File: src/rtl/itoa_pkg.sv
`timescale 1ns / 1ps
`default_nettype none

package itoa_pkg;

  localparam logic [2:0] OP_SDEC = 3'd0;
  localparam logic [2:0] OP_UDEC = 3'd1;
  localparam logic [2:0] OP_HEXL = 3'd2;
  localparam logic [2:0] OP_HEXU = 3'd3;
  localparam logic [2:0] OP_PTR  = 3'd4;

  localparam int unsigned MaxDigits = 16;
  localparam int unsigned DigIdxW   = $clog2(MaxDigits);

  // ceil(2^35 / 10): x / 10 == (x * RECIP10) >> 35 for every 32-bit x
  localparam logic [31:0] RECIP10 = 32'hCCCC_CCCD;

  localparam logic [7:0] CH_ZERO  = 8'h30;
  localparam logic [7:0] CH_X     = 8'h78;
  localparam logic [7:0] CH_MINUS = 8'h2D;
  localparam logic [7:0] CH_LA    = 8'h61;
  localparam logic [7:0] CH_UA    = 8'h41;

  typedef enum logic [2:0] {
    ST_IDLE,
    ST_MUL,
    ST_DIV,
    ST_HEX,
    ST_EMIT
  } state_e;

  typedef struct packed {
    logic [7:0] char_out;
    logic [4:0] position;
    logic       last;
  } beat_t;

  function automatic logic [7:0] digit_char(input logic [3:0] nib, input logic upper);
    logic [7:0] base;
    base = upper ? CH_UA : CH_LA;
    if (nib < 4'd10) begin
      digit_char = CH_ZERO + {4'b0, nib};
    end else begin
      digit_char = base + {4'b0, nib} - 8'd10;
    end
  endfunction

endpackage

`default_nettype wire

File: src/rtl/integer_to_ascii_formatter.sv
// Integer to ASCII formatter.
// Input channel (in_valid_i / in_stall_o) takes one beat of op_i and value_i;
// the output channel (out_valid_o / out_stall_i) returns one beat per
// character, most significant first, with position_o counting from zero and
// last_o marking the final character. op_i values 5 to 7 give no beats.
// Decimal digits come from the divider unit, a registered reciprocal
// multiply by 1/10 (up to 10 digits); hex modes shift out one nibble per
// cycle (up to 16 digits). Characters then leave through an output
// register at one per cycle while out_stall_i is low.
// in_stall_o stays high from an accepted beat with op_i 0 to 4 until its
// last character is loaded into the output register; the next item may
// start converting while that last character still waits on out_stall_i.
// A stalled output beat holds; emission simply pauses.
// Reset clears the sequencer and the output valid; the block is idle after.
`timescale 1ns / 1ps
`default_nettype none

module integer_to_ascii_formatter (
  input  wire logic        clk_i,
  input  wire logic        rst_ni,
  input  wire logic        in_valid_i,
  output logic             in_stall_o,
  input  wire logic [2:0]  op_i,
  input  wire logic [63:0] value_i,
  output logic             out_valid_o,
  input  wire logic        out_stall_i,
  output logic      [7:0]  char_out_o,
  output logic      [4:0]  position_o,
  output logic             last_o
);
  import itoa_pkg::*;

  state_e state_q, state_d;

  logic [63:0] work_q, work_d;
  logic [3:0]  dig_q [MaxDigits];
  logic [4:0]  ndig_q, ndig_d;
  logic [4:0]  pos_q, pos_d;
  logic [1:0]  pre_q, pre_d;
  logic        neg_q, neg_d;
  logic        upper_q, upper_d;
  logic        dig_we;
  logic [3:0]  dig_wdata;

  logic        in_acc;
  logic [31:0] low;
  logic [31:0] mag;
  logic [31:0] quot;
  logic [3:0]  rem;

  logic        ob_ready;
  logic        ob_load;
  beat_t       beat_d;
  beat_t       beat_o;

  logic [4:0]  len;
  logic [4:0]  didx;
  logic        is_last;

  assign in_stall_o = (state_q != ST_IDLE);
  assign in_acc     = in_valid_i && !in_stall_o;
  assign low        = value_i[31:0];
  assign mag        = (op_i == OP_SDEC && low[31]) ? (32'd0 - low) : low;

  itoa_divu u_divu (
    .clk_i  (clk_i),
    .x_i    (work_q[31:0]),
    .quot_o (quot),
    .rem_o  (rem)
  );

  assign len     = {3'b0, pre_q} + ndig_q;
  assign didx    = ndig_q - 5'd1 - (pos_q - {3'b0, pre_q});
  assign is_last = (pos_q == len - 5'd1);

  always_comb begin
    state_d = state_q;
    unique case (state_q)
      ST_IDLE: begin
        if (in_acc) begin
          case (op_i) inside
            OP_SDEC, OP_UDEC:         state_d = ST_MUL;
            OP_HEXL, OP_HEXU, OP_PTR: state_d = ST_HEX;
            default:                  state_d = ST_IDLE;
          endcase
        end
      end
      ST_MUL:  state_d = ST_DIV;
      ST_DIV:  state_d = (quot == 32'd0) ? ST_EMIT : ST_MUL;
      ST_HEX:  state_d = (work_q[63:4] == 60'd0) ? ST_EMIT : ST_HEX;
      ST_EMIT: begin
        if (ob_ready && is_last) begin
          state_d = ST_IDLE;
        end
      end
      default: state_d = ST_IDLE;
    endcase
  end

  always_comb begin
    work_d    = work_q;
    ndig_d    = ndig_q;
    pos_d     = pos_q;
    pre_d     = pre_q;
    neg_d     = neg_q;
    upper_d   = upper_q;
    dig_we    = 1'b0;
    dig_wdata = rem;
    ob_load   = 1'b0;
    beat_d.position = pos_q;
    beat_d.last     = is_last;
    if (pos_q < {3'b0, pre_q}) begin
      beat_d.char_out = neg_q ? CH_MINUS : (pos_q[0] ? CH_X : CH_ZERO);
    end else begin
      beat_d.char_out = digit_char(dig_q[didx[DigIdxW-1:0]], upper_q);
    end
    unique case (state_q)
      ST_IDLE: begin
        if (in_acc) begin
          ndig_d  = 5'd0;
          pos_d   = 5'd0;
          upper_d = (op_i == OP_HEXU);
          neg_d   = (op_i == OP_SDEC) && low[31];
          if (op_i == OP_SDEC || op_i == OP_UDEC) begin
            work_d = {32'b0, mag};
            pre_d  = ((op_i == OP_SDEC) && low[31]) ? 2'd1 : 2'd0;
          end else begin
            work_d = value_i;
            pre_d  = (op_i == OP_PTR) ? 2'd2 : 2'd0;
          end
        end
      end
      ST_MUL: begin
      end
      ST_DIV: begin
        dig_we    = 1'b1;
        dig_wdata = rem;
        ndig_d    = ndig_q + 5'd1;
        work_d    = {32'b0, quot};
      end
      ST_HEX: begin
        dig_we    = 1'b1;
        dig_wdata = work_q[3:0];
        ndig_d    = ndig_q + 5'd1;
        work_d    = {4'b0, work_q[63:4]};
      end
      ST_EMIT: begin
        ob_load = 1'b1;
        if (ob_ready) begin
          pos_d = pos_q + 5'd1;
        end
      end
      default: begin
      end
    endcase
  end

  always_ff @(posedge clk_i or negedge rst_ni) begin
    if (!rst_ni) begin
      state_q <= ST_IDLE;
    end else begin
      state_q <= state_d;
    end
  end

  always_ff @(posedge clk_i) begin
    work_q  <= work_d;
    ndig_q  <= ndig_d;
    pos_q   <= pos_d;
    pre_q   <= pre_d;
    neg_q   <= neg_d;
    upper_q <= upper_d;
    if (dig_we) begin
      dig_q[ndig_q[DigIdxW-1:0]] <= dig_wdata;
    end
  end

  itoa_obuf u_obuf (
    .clk_i       (clk_i),
    .rst_ni      (rst_ni),
    .load_i      (ob_load),
    .beat_i      (beat_d),
    .ready_o     (ob_ready),
    .out_valid_o (out_valid_o),
    .out_stall_i (out_stall_i),
    .beat_o      (beat_o)
  );

  assign char_out_o = beat_o.char_out;
  assign position_o = beat_o.position;
  assign last_o     = beat_o.last;

endmodule

`default_nettype wire

File: src/rtl/itoa_divu.sv
`timescale 1ns / 1ps
`default_nettype none

module itoa_divu (
  input  wire logic        clk_i,
  input  wire logic [31:0] x_i,
  output logic      [31:0] quot_o,
  output logic      [3:0]  rem_o
);
  import itoa_pkg::*;

  logic [63:0] prod_q;
  logic [31:0] x_q;
  logic [31:0] qt10;
  logic [31:0] diff;

  always_ff @(posedge clk_i) begin
    prod_q <= {32'b0, x_i} * {32'b0, RECIP10};
    x_q    <= x_i;
  end

  assign quot_o = {3'b0, prod_q[63:35]};
  assign qt10   = {quot_o[28:0], 3'b0} + {quot_o[30:0], 1'b0};
  assign diff   = x_q - qt10;
  assign rem_o  = diff[3:0];

endmodule

`default_nettype wire

File: src/rtl/itoa_obuf.sv
`timescale 1ns / 1ps
`default_nettype none

module itoa_obuf (
  input  wire logic            clk_i,
  input  wire logic            rst_ni,
  input  wire logic            load_i,
  input  wire itoa_pkg::beat_t beat_i,
  output logic                 ready_o,
  output logic                 out_valid_o,
  input  wire logic            out_stall_i,
  output itoa_pkg::beat_t      beat_o
);
  import itoa_pkg::*;

  logic  valid_q, valid_d;
  beat_t beat_q;

  assign ready_o = !valid_q || !out_stall_i;

  always_comb begin
    valid_d = valid_q;
    if (ready_o) begin
      valid_d = load_i;
    end
  end

  always_ff @(posedge clk_i or negedge rst_ni) begin
    if (!rst_ni) begin
      valid_q <= 1'b0;
    end else begin
      valid_q <= valid_d;
    end
  end

  always_ff @(posedge clk_i) begin
    if (ready_o && load_i) begin
      beat_q <= beat_i;
    end
  end

  assign out_valid_o = valid_q;
  assign beat_o      = beat_q;

endmodule

`default_nettype wire

File: config.mk
export PLATFORM = sky130hd
export DESIGN_NAME = integer_to_ascii_formatter
export DESIGN_NICKNAME = d
export VERILOG_FILES = /design/src/rtl/itoa_pkg.sv /design/src/rtl/integer_to_ascii_formatter.sv /design/src/rtl/itoa_divu.sv /design/src/rtl/itoa_obuf.sv
export SDC_FILE = /design/constraint.sdc
export NUM_CORES = 1
export LEC_CHECK = 0
export BUFFER_PORTS_ARGS = -buffer_cell sky130_fd_sc_hd__buf_2
export CORE_MARGIN = 10
export CORE_UTILIZATION = 29
export CTS_CLUSTER_SIZE = 40
export DETAILED_ROUTE_END_ITERATION = 10
export PLACE_DENSITY_LB_ADDON = 0.08
export SETUP_SLACK_MARGIN = 0.1
export SYNTH_ARGS = -nofsm -noshare
export SYNTH_HDL_FRONTEND = slang
export SYNTH_HIERARCHICAL = 1
export SYNTH_SLANG_ARGS = --single-unit
File: constraint.sdc
create_clock -name clk_i -period 7.6 [get_ports clk_i]
set_clock_uncertainty 0.2 [all_clocks]
set_input_delay 1.14 -clock clk_i [delete_from_list [all_inputs] [get_ports clk_i]]
set_output_delay 1.14 -clock clk_i [all_outputs]
set_load 0.005 [all_outputs]
* Word-level counts from Yosys, hierarchy flattened *
Memory sizes are Yosys's and may differ from the RTL's.
Cells that the tools add are included.

word-level totals
  bits in registers = 164
  latch bits = 0
  RAM bits = 64
  bits in read-only memories = 0
  logic and storage cells = 95
  memories kept = 1

memory list
  name   depth  bits a word  read ports  clocked after memory_dff  write ports  RTL line                          text
  dig_q  16     4            1           0                         1            integer_to_ascii_formatter.sv:36  logic [3:0] dig_q [MaxDigits];

cells by class
  add/sub/neg operators = 13
  multipliers = 1
  divide/modulo/power cells = 0
  order comparisons = 2
  equality and inequality tests = 12
  shifts and indexed selects = 0
  multiplexer cells = 28
  bitwise logic cells = 0
  reductions and logical operators = 25

operators with widths
  operator                  number
  $pmux W64 S3              1
  $mux W64                  2
  $mul A32 B32 Y64 const B  1
  $logic_not A60 Y1         1
  $logic_not A32 Y1         1
  $mux W32                  1
  $sub A1 B32 Y32 const A   1
  $pmux W5 S2               2
  $mux W8                   2
  $pmux W3 S5               1
  $mux W7                   2
  $eq A3 B2 Y1 const B      4
  $mux W3                   4
  $add A5 B1 Y5 const B     2
  $mux W5                   2
  $add A7 B4 Y8             1
  $mux W2                   4
  $reduce_and A2 Y1         4
  $sub A4 B4 Y4             2
  $sub A8 B4 Y8 const B     1
  $add A6 B4 Y7 const A     1
  $eq A3 B1 Y1 const B      2
  $eq A3 B3 Y1 const B      2
  $logic_not A3 Y1          2
  20 further kinds          35

* Logic depth before layout (Yosys ltp) *
Gate-level depths: netlist (run 1).
An unclocked memory read counts as a cell.

  depth in word-level cells = 7
  depth in mapped cells = 25
  depth with buffers taken out = 25

* Cells and area by module *
Netlist (run 1), hierarchy kept.

by module, submodules not included
  module                      times used  cells each  area each (um^2)  seq. area each (um^2)
  itoa_divu                   1           1,780       17,852.1          660.6
  integer_to_ascii_formatter  1           603         7,699.9           4,309.1
  itoa_obuf                   1           18          467.9             445.4

* Worst setup path before layout (run 1) *
Ideal clock, no wire load.

  path type = reg-to-reg
  start = reg work_q[18]
  end = reg u_divu.prod_q[60]
  library setup time = 0.072 ns
  arrival = 6.471 ns
  data required time = 7.328 ns
  path slack = 0.857 ns
  cell stages (with the launch flop) = 25
  path buffers = 0
  clock period less this slack = 6.743 ns
  path through = edfxtp_1 > ha_1 > inv_1 > fa_1 > inv_1 > fa_1 > inv_1 > fa_1 > inv_1 > fa_1 > fa_1 > fa_1 > inv_1 > fa_1 > inv_1 > ha_1 > a31oi_1 > nand3_1 > o22ai_1 > nand4_1 > o21ai_2 > o21ai_2 > a311o_1 > a211oi_2 > xnor2_1

between the ends
  longest elaborated chain between the ends = 1

RTL lines
  item                    RTL line                           text
  from (decl)             integer_to_ascii_formatter.sv:35   logic [63:0] work_q, work_d;
  from (signal assigned)  integer_to_ascii_formatter.sv:167  work_q <= work_d;
  $mul A32 B32 Y64        itoa_divu.sv:18                    prod_q <= {32'b0, x_i} * {32'b0, RECIP10};
  to (signal assigned)    itoa_divu.sv:18
  to (decl)               itoa_divu.sv:12                    logic [63:0] prod_q;

No other way between the ends.
A chain may end at the register's enable or synchronous reset.

* Worst setup path after layout (run 1) *
  start = reg work_q[14]
  end = reg u_divu.prod_q[58]

Same word-level chain as after synthesis.

==> results.yml, run 1 <==
run_status:
  run_status: "completed"
sta:
  max_slew_margin: 0.313
  rsz0062_at_grt: "true"
  tns_ns: 0
  fmaxAchievable_mhz: 135
  final.min_clock_period_ns: 7.40
  hold_violations: 0
  setup_viol: 0
  drv_slew: 0
  post-route-period-util: 0.973
  worst_pin_slew_ns: 1.03
clocking:
  postCtsHoldBufs: 0
  clkLatencyLatePin_ns: 0.45
  cts_buffer_depth: 2
  root_buffer: "clkbuf_16"
  ctsHtreeMaxLevel: 4
  clk_pin_slew_ns: 0.08
  cts_num_sinks: 192
  cts_buffers: 17
  cts_tree: "yes"
floorplan:
  die_x_um: 320
  num_rows: 109
  ios: 87
  dieHeight_um: 320
  die-area_um2: 102000
  fp.coreArea_um2: 88600
  start_util: 0.294
setup_path:
  cp-start-kind: "flop"
  worstPathRequired_ns: 7.74
  worstSetupEndpointType: "flop"
  critPathMaxFanout: 5
  arrival_ns: 7.54
  worstSetupPathType: "reg2reg"
route:
  drt-initial-drc-count: 1011
  first_pass_iters: 5
  detail_route.wl_per_cell_um: 23.6
  route.vias.total: 18000
  drc_errors: 0
  wl_mm: 90.9
  antenna_left: 0
  via_per_inst: 4.69
cells_and_area:
  nNetsFinal: 3501
  layout_commonest_cell: "inv_1"
  most-common-layout-cells: "546 x inv_1, 383 x fa_1, 348 x ha_1, 236 x buf_4, 155 x edfxtp_1"
  syn2layout_area_growth_pct: 16.9
  final_layout_size_suffix_gt1_frac: 0.175
  post-route-util: 0.343
  fin_area_um2: 30400
place:
  io_buffers: 86
  postPlaceCellArea_um2: 29100
  gp_congestion: 0.937
  hpwl_mm: 81.0
synthesis:
  synth_edf_count: 155
  ys_seq_elements: 192
  syn_area_um2: 26000
  ys_types: 87
  seq_area_frac_synth: 0.208
  ys_warn_count: 6
  syn_inst: 2401
  synthFlopType: "edfxtp_1"
  avgSynthCellArea_um2: 10.8
  synthArstFlopShare: 0.0208
worst_hold_path:
  hold_path.class: "in2async"
global_routing:
  gr-total-overflow: 0
  first_global_vias: 20000
  antenna_found_initial: 3
  grt_pass1_wl_mm: 134
  grtUsageTotal: 0.178
  grt_max_degree: 70
job:
  drv_cap: 0
-- timing repair --
| action | in CTS | in global routing |
|---|---|---|
| buffers inserted | 4 | 21 |
| pin swaps | 2 | 44 |
| gates resized for setup | 22 | 57 |
| setup endpoints to repair | 14 | 19 |
-- cell usage after synthesis (all sizes together), types with 3 or more instances --
cell	instances	area [um^2]
dfrtp	4	100
o221ai	3	26.3
mux2	5	56.3
a21boi	4	33.8
nand3	27	140
mux4	17	387
a21oi	99	495
nor2	58	218
o41ai	5	51.3
xor2	80	701
mux2i	21	223
nor2b	32	200
o31ai	10	75.1
a22o	29	254
o21bai	7	52.6
xnor2	47	430
buf	41	297
nand4	12	90.1
clkbuf	39	163
dfxtp	33	661
nor3	16	85.1
a311oi	3	26.3
nor4	28	196
or4	6	52.6
a21o	42	315
nand2	79	297
o211ai	6	45.0
o21a	4	30.0
edfxtp	155	4650
a211o	3	26.3
and2	22	139
ha	368	4600
and3	27	170
inv	552	2070
or3	6	43.8
fa	390	7810
a211oi	29	223
o21ai	51	263
a31oi	11	68.8
-- per-layer routing --
metal	global-route usage	wire, um
met1	0.233	40600
met4	0.0459	2350
met2	0.305	44800
met5	0	43
met3	0.0255	3170
-- flip-flops by register name (all words and copies together) (netlist names), 3 cells and up --
signal and count:
pos_q 5, state_q 3, u_obuf/beat_o 14, dig_q 64, u_divu/prod_q 29, ndig_q 5, u_divu/x_q 4, work_q 64
-- final timing paths --
check	start	slack (ns)	cells past startpoint	to
max	work_q[14]	0.20	27	u_divu/prod_q[58]
min	rst_ni	0.29	1	u_obuf/out_valid_o
max reg2reg	work_q[14]	0.20	27	u_divu/prod_q[58]
min reg2reg	work_q[3]	0.30	0	u_divu/x_q[3]
max in group asynchronous	rst_ni	6.76	1	state_q[0]
min in group clk_i	work_q[3]	0.30	0	u_divu/x_q[3]
-- worst max-delay path, stage by stage, from the launching register on --
cell and delay, ns:
edfxtp_1 0.48, buf_6 0.17, ha_4 0.27, clkinvlp_4 0.09, fa_1 0.50, inv_2 0.04
fa_2 0.61, inv_2 0.05, fa_1 0.47, inv_1 0.05, fa_1 0.48, fa_1 0.55
fa_1 0.44, fa_1 0.52, ha_4 0.31, nand3_4 0.07, buf_6 0.12, nor4_4 0.27
buf_4 0.17, nand3_4 0.12, nor2_4 0.18, a211oi_2 0.04, buf_4 0.16, a21oi_4 0.15
nor2_2 0.06, buf_6 0.14, o2111a_1 0.24, a311oi_2 0.28
-- cell type report --
| class | instances | area (um^2) |
|---|---|---|
| Antenna cell | 2 | 5.00 |
| Clock buffer | 17 | 425 |
| Clock inverter | 15 | 198 |
| Fill cell | 9101 | 58200 |
| Inverter | 552 | 2080 |
| Multi-Input combinational cell | 1579 | 18500 |
| Sequential cell | 192 | 5420 |
| Tap cell | 1165 | 1460 |
| Timing Repair Buffer | 330 | 2320 |
-- stage by stage --
step / hold slack, ns / setup WS [ns] / instances
detailed placement: 0.288 / -0.463 / 3793
floorplan: 0.224 / 0.857 / 2403
finish: 0.289 / 0.203 / 3852
global placement: 0.296 / -0.405 / 3793
global route: 0.272 / 0.00419 / 3850
CTS: 0.265 / 0.0906 / 3829
-- logic make-up (layout without fill, tap and decap cells) --
kind of cell	count (synthesis)	count (layout)	share of synthesized area
compound gates	323	323	0.0822
other cells	2	6	0.000289
fa+ha+maj	758	758	0.477
flops	192	192	0.208
xor+xnor	127	127	0.0435
simple gates	324	324	0.0661
buf+inv	632	914	0.0973
mux	43	43	0.0256
Power of run 1 is left out: the tool's default activity adds up to more than one toggle a clock period on the data nets, which glitch-free logic cannot reach.
==> run 2: changes to the inputs <==
- BUFFER_PORTS_ARGS: -buffer_cell sky130_fd_sc_hd__buf_2 -> not set
- DONT_BUFFER_PORTS: not set -> 1
==> results.yml, run 2 (synthesis results as in run 1) <==
sta:
  hold_violations: 0
  hold_ws_ns: 0.172
  max_slew_margin: 0.310
  worst_pin_slew_ns: 1.03
  final.min_clock_period_ns: 7.28
  post-route-period-util: 0.957
  fmaxAchievable_mhz: 137
  drv_slew: 0
  setup_viol: 0
  rsz0062_at_grt: "true"
global_routing:
  grtUsageTotal: 0.179
  grt_pass1_wl_mm: 133
  gr-total-overflow: 0
  antenna_found_initial: 7
  first_global_vias: 19000
  grt_max_degree: 70
setup_path:
  arrival_ns: 7.48
  r2r_end: "u_divu/prod_q[36]"
  reg2reg_depth: 26
  critical_path_buf_inv_count: 9
  critPathMaxFanout: 5
  cp_slowest_cell: "fa_1"
  critPathTopFamily: "adder cells"
  worstPathRequired_ns: 7.80
  slowest_delay_ns: 0.59
  cp-start-kind: "flop"
  reg2reg_slack_ns: 0.32
  timing.rr.start: "work_q[16]"
  cp.depth: 26
  crit_start: "work_q[16]"
  worstSetupPathType: "reg2reg"
  worstSetupEndpointType: "flop"
route:
  antenna_left: 0
  detail_route.wl_per_cell_um: 24.5
  wl_mm: 91.3
  drt-initial-drc-count: 1004
  drc_errors: 0
  route.vias.total: 17500
  via_per_inst: 4.71
  first_pass_iters: 6
floorplan:
  ios: 87
  die_x_um: 320
  die-area_um2: 102000
  fp.coreArea_um2: 88600
  num_rows: 109
  start_util: 0.294
  dieHeight_um: 320
cells_and_area:
  most-common-layout-cells: "551 x inv_1, 387 x fa_1, 338 x ha_1, 196 x buf_4, 155 x edfxtp_1"
  layout_commonest_cell: "inv_1"
  final_layout_size_suffix_gt1_frac: 0.133
  syn2layout_area_growth_pct: 13.7
  nNetsFinal: 3369
clocking:
  clk_pin_slew_ns: 0.10
  postCtsHoldBufs: 0
  cts_num_sinks: 192
  ctsHtreeMaxLevel: 4
  cts_buffer_depth: 2
  cts_tree: "yes"
  root_buffer: "clkbuf_16"
  clkLatencyLatePin_ns: 0.46
  cts_buffers: 17
job:
  drv_cap: 0
place:
  io_buffers: 0
  gp_congestion: 0.899
  hpwl_mm: 80.8
worst_hold_path:
  hold_path.class: "in2async"
run_status:
  run_status: "completed"
## run 2: cell types whose count changed in the layout (fill, tap and decap cells not counted), sizes merged
cell,change
buf,-132
bufinv,-1
clkinv,+3
clkinvlp,-2
## run 2: worst max path at each step
stage / endpoint / slack (ns)
after floorplan: u_divu/prod_q[60] / 0.86
after global placement: u_divu/prod_q[50] / -0.01
after detailed placement: u_divu/prod_q[57] / -0.02
after CTS: u_divu/prod_q[57] / 0.12
after global routing: u_divu/prod_q[57] / 0.07
final: u_divu/prod_q[36] / 0.32
## run 2: routing by layer
metal  global-route usage  part of all wire  vias to the layer above
met4               0.0301             0.016                       10
li1                     -                 -                     8152
met3               0.0171             0.026                       51
met1                0.239              0.45                     9075
met2                0.313              0.51                      240
met5                    0           0.00076                        -
## run 2: cell type report
class | instances | area, um^2
inverters | 552 | 2070
diodes | 2 | 5.00
flip-flops and latches | 192 | 5420
clock buffers | 17 | 425
clock inverters | 15 | 183
well taps | 1165 | 1460
fillers | 9094 | 59100
multi-input cells | 1579 | 18500
repair buffers | 198 | 1500
## run 2: timing repair
| item | in CTS | in global routing |
|---|---|---|
| setup endpoints to repair | 11 | 22 |
| pin swaps | 2 | 30 |
| cloned | 0 | 0 |
| setup buffers | 11 | 21 |
| hold endpoints to repair | 0 | 0 |
| resized for setup | 9 | 72 |
## run 2: through the flow
| step | instance area (um^2) | cells | setup slack [ns] | utilization | TNS (ns) |
|---|---|---|---|---|---|
| final | 29600 | 3720 | 0.323 | 0.334 | 0 |
| after global routing | 29600 | 3719 | 0.0703 | 0.334 | 0 |
| after CTS | 29000 | 3697 | 0.123 | 0.327 | 0 |
| after detailed placement | 28300 | 3654 | -0.0225 | 0.319 | -0.0463 |
| after global placement | 28300 | 3654 | -0.0102 | 0.319 | -0.0102 |
| after floorplan | 26000 | 2403 | 0.857 | - | 0 |
Power of run 2 is left out for the same reason.
==> run 3: changes to the inputs <==
- SETUP_SLACK_MARGIN: 0.1 -> 0.5
- clock period: 7.6 -> 8 ns (I/O delays scaled with it)
==> results.yml, run 3 (synthesis results as in run 1) <==
global_routing:
  first_global_vias: 18900
  grt_pass1_wl_mm: 132
  use_met3: 0.0159
  grtUsageTotal: 0.177
  antenna_found_initial: 4
  met2_usage: 0.312
  gr-usage-met1: 0.238
  grt_max_degree: 70
  gr-total-overflow: 0
  grt.busiest_layer: "met2"
sta:
  drv_slew: 0
  worst_pin_slew_ns: 1.03
  final.min_clock_period_ns: 7.35
  setup_viol: 0
  post-route-period-util: 0.919
  fmaxAchievable_mhz: 136
  rsz0062_at_grt: "true"
  hold_violations: 0
  setup_ws_ns: 0.647
  max_slew_margin: 0.312
route:
  detail_route.wl_per_cell_um: 24.7
  first_pass_iters: 5
  route.vias.total: 17500
  drt-initial-drc-count: 1035
  drc_errors: 0
  wl_mm: 91.4
  antenna_left: 0
  via_per_inst: 4.74
floorplan:
  die_x_um: 320
  dieHeight_um: 320
  fp.coreArea_um2: 88600
  die-area_um2: 102000
  start_util: 0.294
  ios: 87
  num_rows: 109
setup_path:
  critPathMaxFanout: 8
  worstSetupEndpointType: "flop"
  cp-start-kind: "flop"
  worstSetupPathType: "reg2reg"
  arrival_ns: 7.49
  worstPathRequired_ns: 8.13
clocking:
  cts_buffer_depth: 2
  root_buffer: "clkbuf_16"
  cts_num_sinks: 192
  postCtsHoldBufs: 0
  clk_pin_slew_ns: 0.08
  cts_buffers: 17
  cts_tree: "yes"
  ctsHtreeMaxLevel: 4
  clkLatencyLatePin_ns: 0.45
place:
  hpwl_mm: 80.5
  dp_slack_ns: -0.203
  io_buffers: 0
  gp_congestion: 0.907
run_status:
  run_status: "completed"
cells_and_area:
  most-common-layout-cells: "550 x inv_1, 387 x fa_1, 335 x ha_1, 171 x buf_4, 155 x edfxtp_1"
  nFillCells: 9092
  syn2layout_area_growth_pct: 13.5
  layout_commonest_cell: "inv_1"
  final_layout_size_suffix_gt1_frac: 0.128
  nNetsFinal: 3347
worst_hold_path:
  hold_path.class: "in2async"
job:
  drv_cap: 0
run 3: cell count changes in the layout (fill, tap and decap cells not counted), sizes merged:
cell,delta
buf,-22
bufinv,+1
clkinv,-1
clkinvlp,+1
diode,-1
inv,-1
run 3: stage by stage:
step	instance area, um^2	util	TNS, ns	std cells	hold WS [ns]
3_5_place_dp	28000	0.316	-0.707	3616	0.365
6_report	29500	0.333	0	3697	0.243
5_1_grt	29500	0.333	0	3696	0.213
3_3_place_gp	28000	0.316	-0.638	3616	0.360
2_1_floorplan	26000	-	0	2403	0.224
4_1_cts	28900	0.326	0	3661	0.210
run 3: cell type report:
class | instances | area [um^2] | share of cell area
antenna | 1 | 2.50 | 0.0000847
clock buffer | 17 | 425 | 0.0144
clock inverter | 15 | 205 | 0.00695
inverter | 552 | 2080 | 0.0703
multi-input combinational | 1579 | 18600 | 0.630
sequential | 192 | 5420 | 0.183
tap | 1165 | 1460 | 0.0494
timing repair buffer | 176 | 1350 | 0.0457
run 3: critical path: stages, from the launching register on:
cell	delay [ns]
edfxtp_1	0.50
ha_2	0.45
buf_4	0.23
xor2_1	0.33
ha_1	0.35
fa_1	0.51
fa_1	0.65
fa_1	0.50
fa_1	0.52
fa_1	0.42
ha_1	0.29
ha_1	0.37
and3_1	0.21
and2_0	0.16
a211oi_2	0.29
a31oi_1	0.12
o21ai_4	0.12
o21ai_2	0.08
buf_6	0.14
a311o_1	0.41
a211oi_2	0.26
xnor2_1	0.10
run 3: metal layers:
| layer | share of wire | routed length, um |
|---|---|---|
| met1 | 0.46 | 41600 |
| met5 | 0.00040 | 37 |
| met4 | 0.012 | 1120 |
| met2 | 0.51 | 46500 |
| met3 | 0.023 | 2120 |
run 3: timing repair:
item                                    in CTS  in global routing
endpoints found under the setup margin      24                 20
gates resized for setup                     31                 64
pin swaps                                    1                 24
setup buffers                               13                 35
run 3: path summary, 6_finish.rpt:
path | cells past startpoint | slack, ns | start | endpoint
worst max-delay path | 21 | 0.65 | work_q[9] | u_divu/prod_q[60]
worst min-delay path | 0 | 0.24 | rst_ni | u_obuf/out_valid_o
worst max register to register | 21 | 0.65 | work_q[9] | u_divu/prod_q[60]
worst min register to register | 1 | 0.39 | work_q[44] | work_q[40]
max in group asynchronous | 0 | 7.28 | rst_ni | state_q[0]
min in group clk_i | 1 | 0.39 | work_q[44] | work_q[40]
Power of run 3 is left out for the same reason.
